File: config.mk
export PLATFORM = sky130hd
export DESIGN_NAME = traffic_light_countdown_controller
export DESIGN_NICKNAME = d
export VERILOG_FILES = /design/src/hw/rtl/tlc_pkg.sv /design/src/hw/rtl/traffic_light_countdown_controller.sv
export SDC_FILE = /design/constraint.sdc
export NUM_CORES = 1
export LEC_CHECK = 0
export BUFFER_PORTS_ARGS = -buffer_cell sky130_fd_sc_hd__clkbuf_2
export CAP_MARGIN = 25
export CORE_ASPECT_RATIO = 0.7
export CORE_MARGIN = 4
export CORE_UTILIZATION = 33
export DETAILED_ROUTE_END_ITERATION = 10
export PLACE_DENSITY_LB_ADDON = 0.12
export SLEW_MARGIN = 10
export SYNTH_ARGS = -nofsm -noshare
export SYNTH_HDL_FRONTEND = slang
export SYNTH_SLANG_ARGS = --single-unit
File: constraint.sdc
create_clock -name clk -period 12.5 [get_ports clk]
set_input_delay 3.125 -clock clk [delete_from_list [all_inputs] [get_ports clk]]
set_output_delay 3.125 -clock clk [all_outputs]
set_load 0.01 [all_outputs]
File: src/hw/rtl/tlc_pkg.sv
// Package for the two-way traffic light controller.
// Holds phase and command codes, register indexes, beat layout and display helpers.
// No dependencies.
`default_nettype none

package tlc_pkg;

	// North-south / east-west phase codes
	typedef enum logic [2:0] {
		PH_GREEN       = 3'd0,
		PH_GREEN_BLINK = 3'd1,
		PH_YELLOW      = 3'd2,
		PH_RED         = 3'd3,
		PH_RED_BLINK   = 3'd4
	} phase_t;

	// Command carried in tuser of the input beat
	typedef enum logic [1:0] {
		CMD_SECOND = 2'd0,
		CMD_BLINK  = 2'd1,
		CMD_MAINT  = 2'd2,
		CMD_NONE   = 2'd3
	} cmd_t;

	// Configuration register indexes
	typedef enum logic [1:0] {
		REG_GREEN     = 2'd0,
		REG_YELLOW    = 2'd1,
		REG_RED       = 2'd2,
		REG_RESET_MNT = 2'd3
	} cfg_reg_t;

	localparam int unsigned CountW   = 7;
	localparam int unsigned CfgIdxW  = 2;
	localparam int unsigned CfgDataW = 7;
	localparam int unsigned InDataW  = 8;
	localparam int unsigned OutDataW = 48;

	// Output beat layout (lowest bit first)
	localparam int unsigned OutLampLo   = 0;
	localparam int unsigned OutNsTensLo = 6;
	localparam int unsigned OutNsOnesLo = 14;
	localparam int unsigned OutEwTensLo = 22;
	localparam int unsigned OutEwOnesLo = 30;
	localparam int unsigned OutNsPhLo   = 38;
	localparam int unsigned OutEwPhLo   = 41;

	localparam logic [CountW-1:0] GreenReset  = 7'd30;
	localparam logic [CountW-1:0] YellowReset = 7'd3;
	localparam logic [CountW-1:0] RedReset    = 7'd33;
	localparam logic [CountW-1:0] EwOffset    = 7'd3;
	localparam logic [CountW-1:0] BlinkLimit  = 7'd10;
	localparam logic [CountW-1:0] EwRedLimit  = 7'd7;
	localparam logic [CountW-1:0] EwGrnLimit  = 7'd13;
	localparam logic [7:0]        DispMax     = 8'd99;

	// Seven-segment code, bit 0 is segment a
	function automatic logic [7:0] seg_f(input logic [3:0] d);
		logic [7:0] s;
		case (d)
			4'd0:    s = 8'h3F;
			4'd1:    s = 8'h06;
			4'd2:    s = 8'h5B;
			4'd3:    s = 8'h4F;
			4'd4:    s = 8'h66;
			4'd5:    s = 8'h6D;
			4'd6:    s = 8'h7D;
			4'd7:    s = 8'h07;
			4'd8:    s = 8'h7F;
			4'd9:    s = 8'h6F;
			default: s = 8'h00;
		endcase
		return s;
	endfunction

	// East-west phase derived from north-south phase and count
	function automatic phase_t ew_phase_f(input phase_t ph, input logic [CountW-1:0] cd);
		phase_t r;
		case (ph)
			PH_GREEN, PH_GREEN_BLINK: r = (cd >= EwRedLimit) ? PH_RED : PH_RED_BLINK;
			PH_YELLOW:                r = PH_RED_BLINK;
			default: begin
				if (cd <= EwOffset)
					r = PH_YELLOW;
				else
					r = (cd >= EwGrnLimit) ? PH_GREEN : PH_GREEN_BLINK;
			end
		endcase
		return r;
	endfunction

	// East-west count derived from north-south phase and count
	function automatic logic [7:0] ew_count_f(input phase_t ph, input logic [CountW-1:0] cd);
		logic [7:0] r;
		if (ph == PH_GREEN || ph == PH_GREEN_BLINK)
			r = {1'b0, cd} + {1'b0, EwOffset};
		else if (cd <= EwOffset)
			r = {1'b0, cd};
		else
			r = {1'b0, cd - EwOffset};
		return r;
	endfunction

	// Active-low lamp group {r, y, g} for one blink tick
	function automatic logic [2:0] lamp_f(input phase_t ph, input logic [2:0] l);
		logic [2:0] r;
		case (ph)
			PH_GREEN:       r = 3'b110;
			PH_GREEN_BLINK: r = {2'b11, ~l[0]};
			PH_YELLOW:      r = {1'b1, ~l[1], 1'b1};
			PH_RED:         r = 3'b011;
			default:        r = {~l[2], 2'b11};
		endcase
		return r;
	endfunction

	// Two-digit display, clamped at 99, tens blank when zero
	function automatic logic [15:0] show_f(input logic [7:0] v);
		logic [6:0]  c;
		logic [13:0] prod;
		logic [3:0]  tens;
		logic [3:0]  ones;
		logic [7:0]  t_seg;
		c     = (v > DispMax) ? 7'(DispMax) : v[6:0];
		// tens = c / 10 by reciprocal, exact for c below 100
		prod  = 14'(c) * 14'd103;
		tens  = prod[13:10];
		ones  = 4'(c - 7'(tens) * 7'd10);
		t_seg = (tens == 4'd0) ? 8'h00 : seg_f(tens);
		return {seg_f(ones), t_seg};
	endfunction

endpackage

`default_nettype wire

File: src/hw/rtl/traffic_light_countdown_controller.sv
// Two-way traffic light controller: timer, phase walk, lamp drive and digit decode.
// Depends on tlc_pkg.
//
// Takes one command beat per clock and returns exactly one result beat for each, in the
// cycle after acceptance. The state update and the display decode sit between the
// input handshake and a single output register; the only limit on rate is that output
// register, so a beat is taken whenever the register is empty or being drained in the
// same cycle. Configuration writes take effect at the next clock edge and must only
// be issued while no result is pending.
`default_nettype none

module traffic_light_countdown_controller
	import tlc_pkg::*;
(
	input  wire logic                clk,
	input  wire logic                arst_n,
	// command input stream
	input  wire logic                s_axis_tvalid,
	output logic                     s_axis_tready,
	input  wire logic [InDataW-1:0]  s_axis_tdata,   // [0] maint_request, [7:1] zero
	input  wire logic [1:0]          s_axis_tuser,   // [1:0] command
	// result output stream
	output logic                     m_axis_tvalid,
	input  wire logic                m_axis_tready,
	// [0] ns_green_n, [1] ns_yellow_n, [2] ns_red_n, [3] ew_green_n, [4] ew_yellow_n,
	// [5] ew_red_n, [13:6] ns_tens_segments, [21:14] ns_ones_segments,
	// [29:22] ew_tens_segments, [37:30] ew_ones_segments, [40:38] ns_phase,
	// [43:41] ew_phase, [47:44] zero
	output logic [OutDataW-1:0]      m_axis_tdata,
	// configuration write port
	input  wire logic                cfg_we,
	input  wire logic [CfgIdxW-1:0]  cfg_index,
	input  wire logic [CfgDataW-1:0] cfg_data
);

	logic              s_fire;
	cmd_t              cmd;
	logic              req;

	logic [CountW-1:0] green_q, yellow_q, red_q;
	logic              rst_mnt_q;

	phase_t            phase_q, phase_nx;
	logic [CountW-1:0] cd_q, cd_nx, cd_dec;
	logic              maint_q, maint_nx;
	logic [5:0]        lamp_q, lamp_nx;

	phase_t            ew_ph_nx;
	logic [15:0]       ns_disp, ew_disp;
	logic [OutDataW-1:0] res;

	logic              out_valid_q;
	logic [OutDataW-1:0] out_data_q;

	assign cmd    = cmd_t'(s_axis_tuser);
	assign req    = s_axis_tdata[0];
	assign s_fire = s_axis_tvalid && s_axis_tready;

	// Output register frees up when empty or drained this cycle
	assign s_axis_tready = !out_valid_q || m_axis_tready;

	// Configuration registers
	always_ff @(posedge clk or negedge arst_n) begin
		if (!arst_n) begin
			green_q   <= GreenReset;
			yellow_q  <= YellowReset;
			red_q     <= RedReset;
			rst_mnt_q <= 1'b1;
		end else if (cfg_we) begin
			unique case (cfg_reg_t'(cfg_index))
				REG_GREEN:     green_q   <= cfg_data;
				REG_YELLOW:    yellow_q  <= cfg_data;
				REG_RED:       red_q     <= cfg_data;
				REG_RESET_MNT: rst_mnt_q <= cfg_data[0];
				default:       ;
			endcase
		end
	end

	// Next state for one command
	always_comb begin
		phase_nx = phase_q;
		cd_nx    = cd_q;
		maint_nx = maint_q;
		lamp_nx  = lamp_q;
		cd_dec   = (cd_q != '0) ? cd_q - 7'd1 : '0;
		unique case (cmd)
			CMD_SECOND: begin
				if (!maint_q) begin
					cd_nx = cd_dec;
					case (phase_q)
						PH_GREEN: begin
							if (cd_dec <= BlinkLimit)
								phase_nx = PH_GREEN_BLINK;
						end
						PH_GREEN_BLINK: begin
							if (cd_dec == '0) begin
								phase_nx = PH_YELLOW;
								cd_nx    = yellow_q;
							end
						end
						PH_YELLOW: begin
							if (cd_dec == '0) begin
								phase_nx = PH_RED;
								cd_nx    = red_q;
							end
						end
						PH_RED: begin
							if (cd_dec <= BlinkLimit)
								phase_nx = PH_RED_BLINK;
						end
						default: begin
							if (cd_dec == '0) begin
								phase_nx = PH_GREEN;
								cd_nx    = green_q;
							end
						end
					endcase
				end
			end
			CMD_BLINK: begin
				if (maint_q)
					lamp_nx = {1'b1, ~lamp_q[4], 2'b11, ~lamp_q[1], 1'b1};
				else
					lamp_nx = {lamp_f(ew_phase_f(phase_q, cd_q), lamp_q[5:3]),
						lamp_f(phase_q, lamp_q[2:0])};
			end
			CMD_MAINT: begin
				maint_nx = req;
				if (req && rst_mnt_q) begin
					phase_nx = PH_GREEN;
					cd_nx    = green_q;
				end
			end
			default: ;
		endcase
	end

	// Result from the updated state
	always_comb begin
		ew_ph_nx = ew_phase_f(phase_nx, cd_nx);
		ns_disp  = maint_nx ? 16'h0000 : show_f({1'b0, cd_nx});
		ew_disp  = maint_nx ? 16'h0000 : show_f(ew_count_f(phase_nx, cd_nx));
		res      = '0;
		res[OutLampLo +: 6]   = lamp_nx;
		res[OutNsTensLo +: 8] = ns_disp[7:0];
		res[OutNsOnesLo +: 8] = ns_disp[15:8];
		res[OutEwTensLo +: 8] = ew_disp[7:0];
		res[OutEwOnesLo +: 8] = ew_disp[15:8];
		res[OutNsPhLo +: 3]   = phase_nx;
		res[OutEwPhLo +: 3]   = ew_ph_nx;
	end

	// Controller state
	always_ff @(posedge clk or negedge arst_n) begin
		if (!arst_n) begin
			phase_q <= PH_GREEN;
			cd_q    <= GreenReset;
			maint_q <= 1'b0;
			lamp_q  <= 6'h3F;
		end else if (s_fire) begin
			phase_q <= phase_nx;
			cd_q    <= cd_nx;
			maint_q <= maint_nx;
			lamp_q  <= lamp_nx;
		end
	end

	// Result register
	always_ff @(posedge clk or negedge arst_n) begin
		if (!arst_n)
			out_valid_q <= 1'b0;
		else if (s_fire)
			out_valid_q <= 1'b1;
		else if (m_axis_tready)
			out_valid_q <= 1'b0;
	end

	always_ff @(posedge clk) begin
		if (s_fire)
			out_data_q <= res;
	end

	assign m_axis_tvalid = out_valid_q;
	assign m_axis_tdata  = out_data_q;

	// Timer is frozen in maintenance
	a_maint_freeze: assert property (@(posedge clk) disable iff (!arst_n)
		s_fire && cmd == CMD_SECOND && maint_q |=> $stable(cd_q) && $stable(phase_q))
		else $error("countdown moved during maintenance");

	// Pending result in maintenance shows blank digits
	a_maint_blank: assert property (@(posedge clk) disable iff (!arst_n)
		m_axis_tvalid && maint_q |-> m_axis_tdata[OutEwOnesLo+7:OutNsTensLo] == '0)
		else $error("digits not blank in maintenance");

	// Entering maintenance with restart enabled returns to green
	a_maint_restart: assert property (@(posedge clk) disable iff (!arst_n)
		s_fire && cmd == CMD_MAINT && req && rst_mnt_q && !cfg_we
		|=> phase_q == PH_GREEN && cd_q == green_q)
		else $error("maintenance did not restart the cycle");

	// A blink tick never lights more than one lamp per direction
	a_one_lamp: assert property (@(posedge clk) disable iff (!arst_n)
		s_fire && cmd == CMD_BLINK
		|=> $countones(lamp_q[2:0]) >= 2 && $countones(lamp_q[5:3]) >= 2)
		else $error("more than one lamp lit in a direction");

endmodule

`default_nettype wire

==> impl_metrics.env, run 1 <==
export IMPL_status="finished, final reports clean"
export IMPL_critPathKind="in -> reg"
export IMPL_start_util_pct=34.1
export IMPL_synth_seq_cells=80
export IMPL_hold_violations=0
export IMPL_avgRoutedWirePerCell_um=16.7
export IMPL_numCtsBuffers=9
export IMPL_holdPathStages=1
export IMPL_fin_crit_ns=11.59
export IMPL_drt_met1_wl_um=10300
export IMPL_met3_length_um=854
export IMPL_hold_class="reg -> reg"
export IMPL_nFillCells=2191
export IMPL_drt_drc_violations_left=0
export IMPL_maxCapViolations=0
export IMPL_area_growth_pct=11.6
export IMPL_cts_buffer_depth=2
export IMPL_drive_gt1_share_pct=19.9
export IMPL_crit_path_end_kind="register"
export IMPL_vias_per_cell=5.28
export IMPL_core_region_area_um2=22000
export IMPL_first_global_vias=5664
export IMPL_fmax_mhz=86.3
export IMPL_tns_ns=0
export IMPL_yosysWarnings=0
export IMPL_rsz0062_at_grt="no"
export IMPL_cp_start_kind="primary input"
export IMPL_synth_edf_count=40
export IMPL_ant_nets=0
export IMPL_n_antenna_cell=0
export IMPL_worst_pin_slew_ns=0.806
export IMPL_cts_tree="built"
export IMPL_slew_headroom_pct=46.2
export IMPL_cts_setup_buffers=0
export IMPL_pin_count=74
export IMPL_die_h_um=134
export IMPL_dr_wl_met2_um=7330
export IMPL_dp_hpwl_um=14600
export IMPL_clkLatencyLatePin_ns=0.35
export IMPL_yosysSeqAreaShare_pct=29.7
export IMPL_grt_max_degree=41
export IMPL_gp_congestion=0.904
export IMPL_num_rows=45
export IMPL_max_stage_delay_ns=0.58
export IMPL_synth_cells=783
export IMPL_grt_pass1_wl_um=30800
export IMPL_dr_pass1_iters=4
export IMPL_initialDrtViolationCount=337
export IMPL_grt_overflow=0
export IMPL_grt_antenna_before_repair=0
export IMPL_wirelength_um=18600
export IMPL_htree_levels=3
export IMPL_fin_skew_ns=0.00892
export IMPL_port_buffers=58
export IMPL_dr_max_layer_used="met4"
export IMPL_postCtsHoldBufs=0
export IMPL_cp_common_cell="ha_1"
export IMPL_worstPathArrival_ns=11.78
export IMPL_root_buffer="clkbuf_16"
export IMPL_syn_area_per_cell_um2=9.56
export IMPL_finalNetCount=976
export IMPL_async_flop_share_pct=50.0
export IMPL_finalCritPeriodShare_pct=92.7
export IMPL_ff2ff_path_depth=34
export IMPL_ctsResizeCount=0
export IMPL_crit_required_ns=12.69
export IMPL_critPathSlowestCell="nor2_1"
export IMPL_vias=5893
export IMPL_setup_viol=0
export IMPL_path_clk_slew_ns=0.06
export IMPL_die_w_um=188
export IMPL_synth_area_um2=7480
export IMPL_synthFlopType="edfxtp_1"
export IMPL_crit_path_max_fanout=12
export IMPL_track_usage_pct=15.1
export IMPL_drv_slew=0
export IMPL_die_area_um2=25200
export IMPL_synthDistinctLibCells=89
export IMPL_clock_sinks=80
==> critical path: cells and delay by family <==
family	cells	cell delay (ns)
fa+ha+maj	8	2.76
simple gates	5	1.40
mux	1	0.40
xor+xnor	4	1.03
buf+inv	6	0.94
compound gates	9	2.12
==> synthesized netlist by cell type (7+ instances only) <==
cell,n,area share [%]
ha_1,104,17
mux2_2,32,4.8
o21ai_0,39,2.6
fa_1,18,4.8
dfrtp_1,21,7.0
inv_1,66,3.3
a22oi_1,7,0.70
and2_1,9,0.75
a21oi_1,47,3.1
nor2_1,59,3.0
nand3_1,16,1.1
nand2b_1,14,1.2
nor2b_1,12,1.0
xnor2_1,17,2.0
dfstp_2,19,6.7
buf_4,10,1.0
buf_2,7,0.47
nand2_1,61,3.1
a31oi_1,10,0.84
edfxtp_1,40,16
clkbuf_1,20,1.0
==> sequential cells by signal, summed over array words and instances, names as in the netlist <==
name	flops
maint_q	1
m_axis_tvalid	1
lamp_q	6
phase_q	3
rst_mnt_q	1
red_q	7
m_axis_tdata	40
yellow_q	7
green_q	7
cd_q	7
==> path summary, 6_finish.rpt <==
| kind | start | end | slack (ns) |
|---|---|---|---|
| max | s_axis_tuser[1] | m_axis_tdata[33] | 0.91 |
| min | yellow_q[6] | yellow_q[6] | 0.51 |
| max reg2reg | cd_q[0] | m_axis_tdata[33] | 2.65 |
| min reg2reg | yellow_q[6] | yellow_q[6] | 0.51 |
| max in group asynchronous | arst_n | lamp_q[5] | 9.27 |
| min in group asynchronous | arst_n | red_q[4] | 2.67 |
==> routing by layer <==
metal	GRT usage (%)	vias up
met5	0	-
met4	3.63	0
met3	2.68	13
met2	21.0	141
met1	23.9	2829
li1	-	2910
==> layout make-up <==
cell class	instances	area [um2]	area share, %
Sequential cell	80	2230	26.7
Inverter	67	251	3.01
Timing Repair Buffer	68	378	4.52
Tap cell	282	353	4.22
Clock inverter	5	62.6	0.749
Multi-Input combinational cell	604	4830	57.8
Clock buffer	11	254	3.04
==> through the flow <==
step / instances / hold WS [ns] / area, um2 / util (%) / setup slack [ns]
CTS: 1116 / 0.509 / 8330 / 37.9 / 0.991
floorplan: 790 / 0.471 / 7510 / - / 1.92
global route: 1117 / 0.531 / 8350 / 38.0 / 0.155
detailed placement: 1100 / 0.495 / 8020 / 36.5 / 0.673
finish: 1117 / 0.506 / 8350 / 38.0 / 0.907
global placement: 1100 / 0.485 / 8020 / 36.5 / 0.734
==> cell usage in the layout (no fill, tap or decap), types with 7 or more instances in the layout <==
master	netlist	final
ha_1	104	104
inv_1	66	65
nand2_1	61	61
nor2_1	59	59
clkbuf_2	0	58
a21oi_1	47	47
edfxtp_1	40	40
o21ai_0	39	39
mux2_2	32	32
dfrtp_1	21	21
dfstp_2	19	19
fa_1	18	18
xnor2_1	17	17
nand3_1	16	16
nand2b_1	14	14
nor2b_1	12	12
a31oi_1	10	10
clkbuf_16	0	10
and2_1	9	9
buf_4	10	9
conb_1	1	8
a22oi_1	7	7
==> kinds of logic (layout without fill, tap and decap cells) <==
family | count (synthesis) | in the layout | synth area share, %
AOI/OAI and AO/OA | 197 | 197 | 18.6
xor gates and xnor gates | 25 | 25 | 3.21
adders and majority gates | 122 | 122 | 22.2
buffers and inverters | 106 | 151 | 6.14
DFF | 80 | 80 | 29.7
muxes | 35 | 35 | 5.23
other | 1 | 8 | 0.0501
and+or+nand+nor | 217 | 217 | 14.8
Power of run 1 is left out: the tool's default activity adds up to more than one toggle a clock period on the data nets, which glitch-free logic cannot reach.
==> run 2: changes to the inputs <==
--- a/config.mk
+++ b/config.mk
@@ -8,7 +8,7 @@
 export BUFFER_PORTS_ARGS = -buffer_cell sky130_fd_sc_hd__clkbuf_2
 export CAP_MARGIN = 25
 export CORE_ASPECT_RATIO = 0.7
-export CORE_MARGIN = 4
+export CORE_MARGIN = 1
 export CORE_UTILIZATION = 33
 export DETAILED_ROUTE_END_ITERATION = 10
 export PLACE_DENSITY_LB_ADDON = 0.12
==> run 2 against run 1 <==
Design area grew 0.28%; register-to-register slack lost 0.06 ns; critical endpoint is now m_axis_tdata[30]; critical path type unchanged; first-iteration DRC count shrank 0.89%; die area shrank 7.5%; critical path depth grew 1; clock skew grew 0.0027 ns; non-clock buffer count shrank 2; maximum frequency grew 0.44%.
==> impl_metrics.env, run 2 (synthesis results as in run 1) <==
export IMPL_status="finished, final reports clean"
export IMPL_start_util_pct=34.1
export IMPL_die_area_um2=23300
export IMPL_crit_required_ns=12.69
export IMPL_timing_rr_start="cd_q[0]"
export IMPL_first_global_vias=5688
export IMPL_pin_count=74
export IMPL_final_cell_mix="ha_1 (104), inv_1 (65), nand2_1 (61)"
export IMPL_ff2ff_path_depth=30
export IMPL_holdPathStages=1
export IMPL_dr_pass1_iters=5
export IMPL_worstPathArrival_ns=11.73
export IMPL_maxCapViolations=0
export IMPL_cts_buffer_depth=2
export IMPL_drt_drc_violations_left=0
export IMPL_hold_class="reg -> reg"
export IMPL_final_common_cell="ha_1"
export IMPL_dp_hpwl_um=14800
export IMPL_port_buffers=58
export IMPL_numCtsBuffers=9
export IMPL_crit_path_max_fanout=12
export IMPL_die_h_um=128
export IMPL_grt_antenna_before_repair=0
export IMPL_place_ws_ns=0.600
export IMPL_initialDrtViolationCount=334
export IMPL_finalNetCount=974
export IMPL_drive_gt1_share_pct=19.7
export IMPL_path_clk_slew_ns=0.06
export IMPL_vias=5883
export IMPL_rr_endpoint="m_axis_tdata[30]"
export IMPL_grt_pass1_wl_um=30400
export IMPL_wirelength_um=18600
export IMPL_fmax_mhz=86.6
export IMPL_gp_congestion=0.890
export IMPL_track_usage_pct=16.7
export IMPL_postCtsHoldBufs=0
export IMPL_grt_max_degree=45
export IMPL_die_w_um=182
export IMPL_area_growth_pct=11.9
export IMPL_cp_start_kind="primary input"
export IMPL_fin_skew_ns=0.0116
export IMPL_grt_overflow=0
export IMPL_setup_slack_ns=0.958
export IMPL_root_buffer="clkbuf_16"
export IMPL_critPathSlowestCell="nor2_1"
export IMPL_drv_slew=0
export IMPL_vias_per_cell=5.28
export IMPL_largest_register_ffs=40
export IMPL_finalCritPeriodShare_pct=92.3
export IMPL_avgRoutedWirePerCell_um=16.6
export IMPL_hp_start="red_q[6]"
export IMPL_core_region_area_um2=22000
export IMPL_hold_violations=0
export IMPL_rsz0062_at_grt="no"
export IMPL_fin_crit_ns=11.54
export IMPL_max_stage_delay_ns=0.53
export IMPL_clock_sinks=80
export IMPL_setup_viol=0
export IMPL_htree_levels=3
export IMPL_slew_headroom_pct=41.1
export IMPL_clkLatencyLatePin_ns=0.35
export IMPL_worst_pin_slew_ns=0.880
export IMPL_ctsResizeCount=0
export IMPL_n_antenna_cell=0
export IMPL_cts_setup_buffers=0
export IMPL_critPathKind="in -> reg"
export IMPL_ant_nets=0
export IMPL_num_rows=45
export IMPL_crit_path_end_kind="register"
export IMPL_r2r_slack_ns=2.59
export IMPL_cts_tree="built"
export IMPL_whs_endpoint="red_q[6]"
export IMPL_tns_ns=0
## run 2: cell types whose count changed in the layout (fill, tap and decap cells not counted), sizes merged
cell | previous run | this run
bufinv | 1 | 2
buf | 10 | 8
clkinv | 2 | 1
clkbuf | 69 | 71
inv | 68 | 67
clkinvlp | 1 | 0
## run 2: final cells by class
type                            count  area, um2
Clock buffer                       13        287
Clock inverter                      3       68.8
Fill cell                        2204      13600
Inverter                           67        251
Multi-Input combinational cell    604       4830
Sequential cell                    80       2230
Tap cell                          282        353
Timing Repair Buffer               66        363
## run 2: worst max path at each step
stage,from,cells past startpoint,slack [ns],end
2_1_floorplan,s_axis_tuser[1],33,1.92,m_axis_tdata[30]
3_3_place_gp,s_axis_tuser[1],34,0.79,m_axis_tdata[30]
3_5_place_dp,s_axis_tuser[1],34,0.60,m_axis_tdata[30]
4_1_cts,s_axis_tuser[1],34,0.95,m_axis_tdata[30]
5_1_grt,s_axis_tuser[1],31,0.21,m_axis_tdata[30]
6_report,s_axis_tuser[1],34,0.96,m_axis_tdata[30]
## run 2: through the flow
stage	utilization, %	cell area, um2	hold WS, ns	instances
2_1_floorplan	-	7510	0.471	790
3_3_place_gp	36.4	8000	0.488	1098
3_5_place_dp	36.5	8020	0.491	1099
4_1_cts	38.1	8380	0.505	1115
5_1_grt	38.1	8380	0.524	1115
6_report	38.1	8380	0.502	1115
## run 2: critical path: cells and delay by family
kind            cells  cell delay [ns]
simple gates        5             1.63
buf+inv             7             0.96
compound gates      9             1.87
xor+xnor            4             1.05
fa+ha+maj           8             2.72
mux                 1             0.39
## run 2: metal layers
layer | wire [um] | track usage [%] | vias to the layer above | share of wire [%]
li1 | - | - | 2916 | -
met4 | 248 | 4.94 | 0 | 1.3
met2 | 7390 | 23.8 | 135 | 40
met5 | 0 | 0 | - | 0
met3 | 866 | 3.07 | 17 | 4.7
met1 | 10000 | 25.4 | 2815 | 54
Power of run 2 is left out for the same reason.
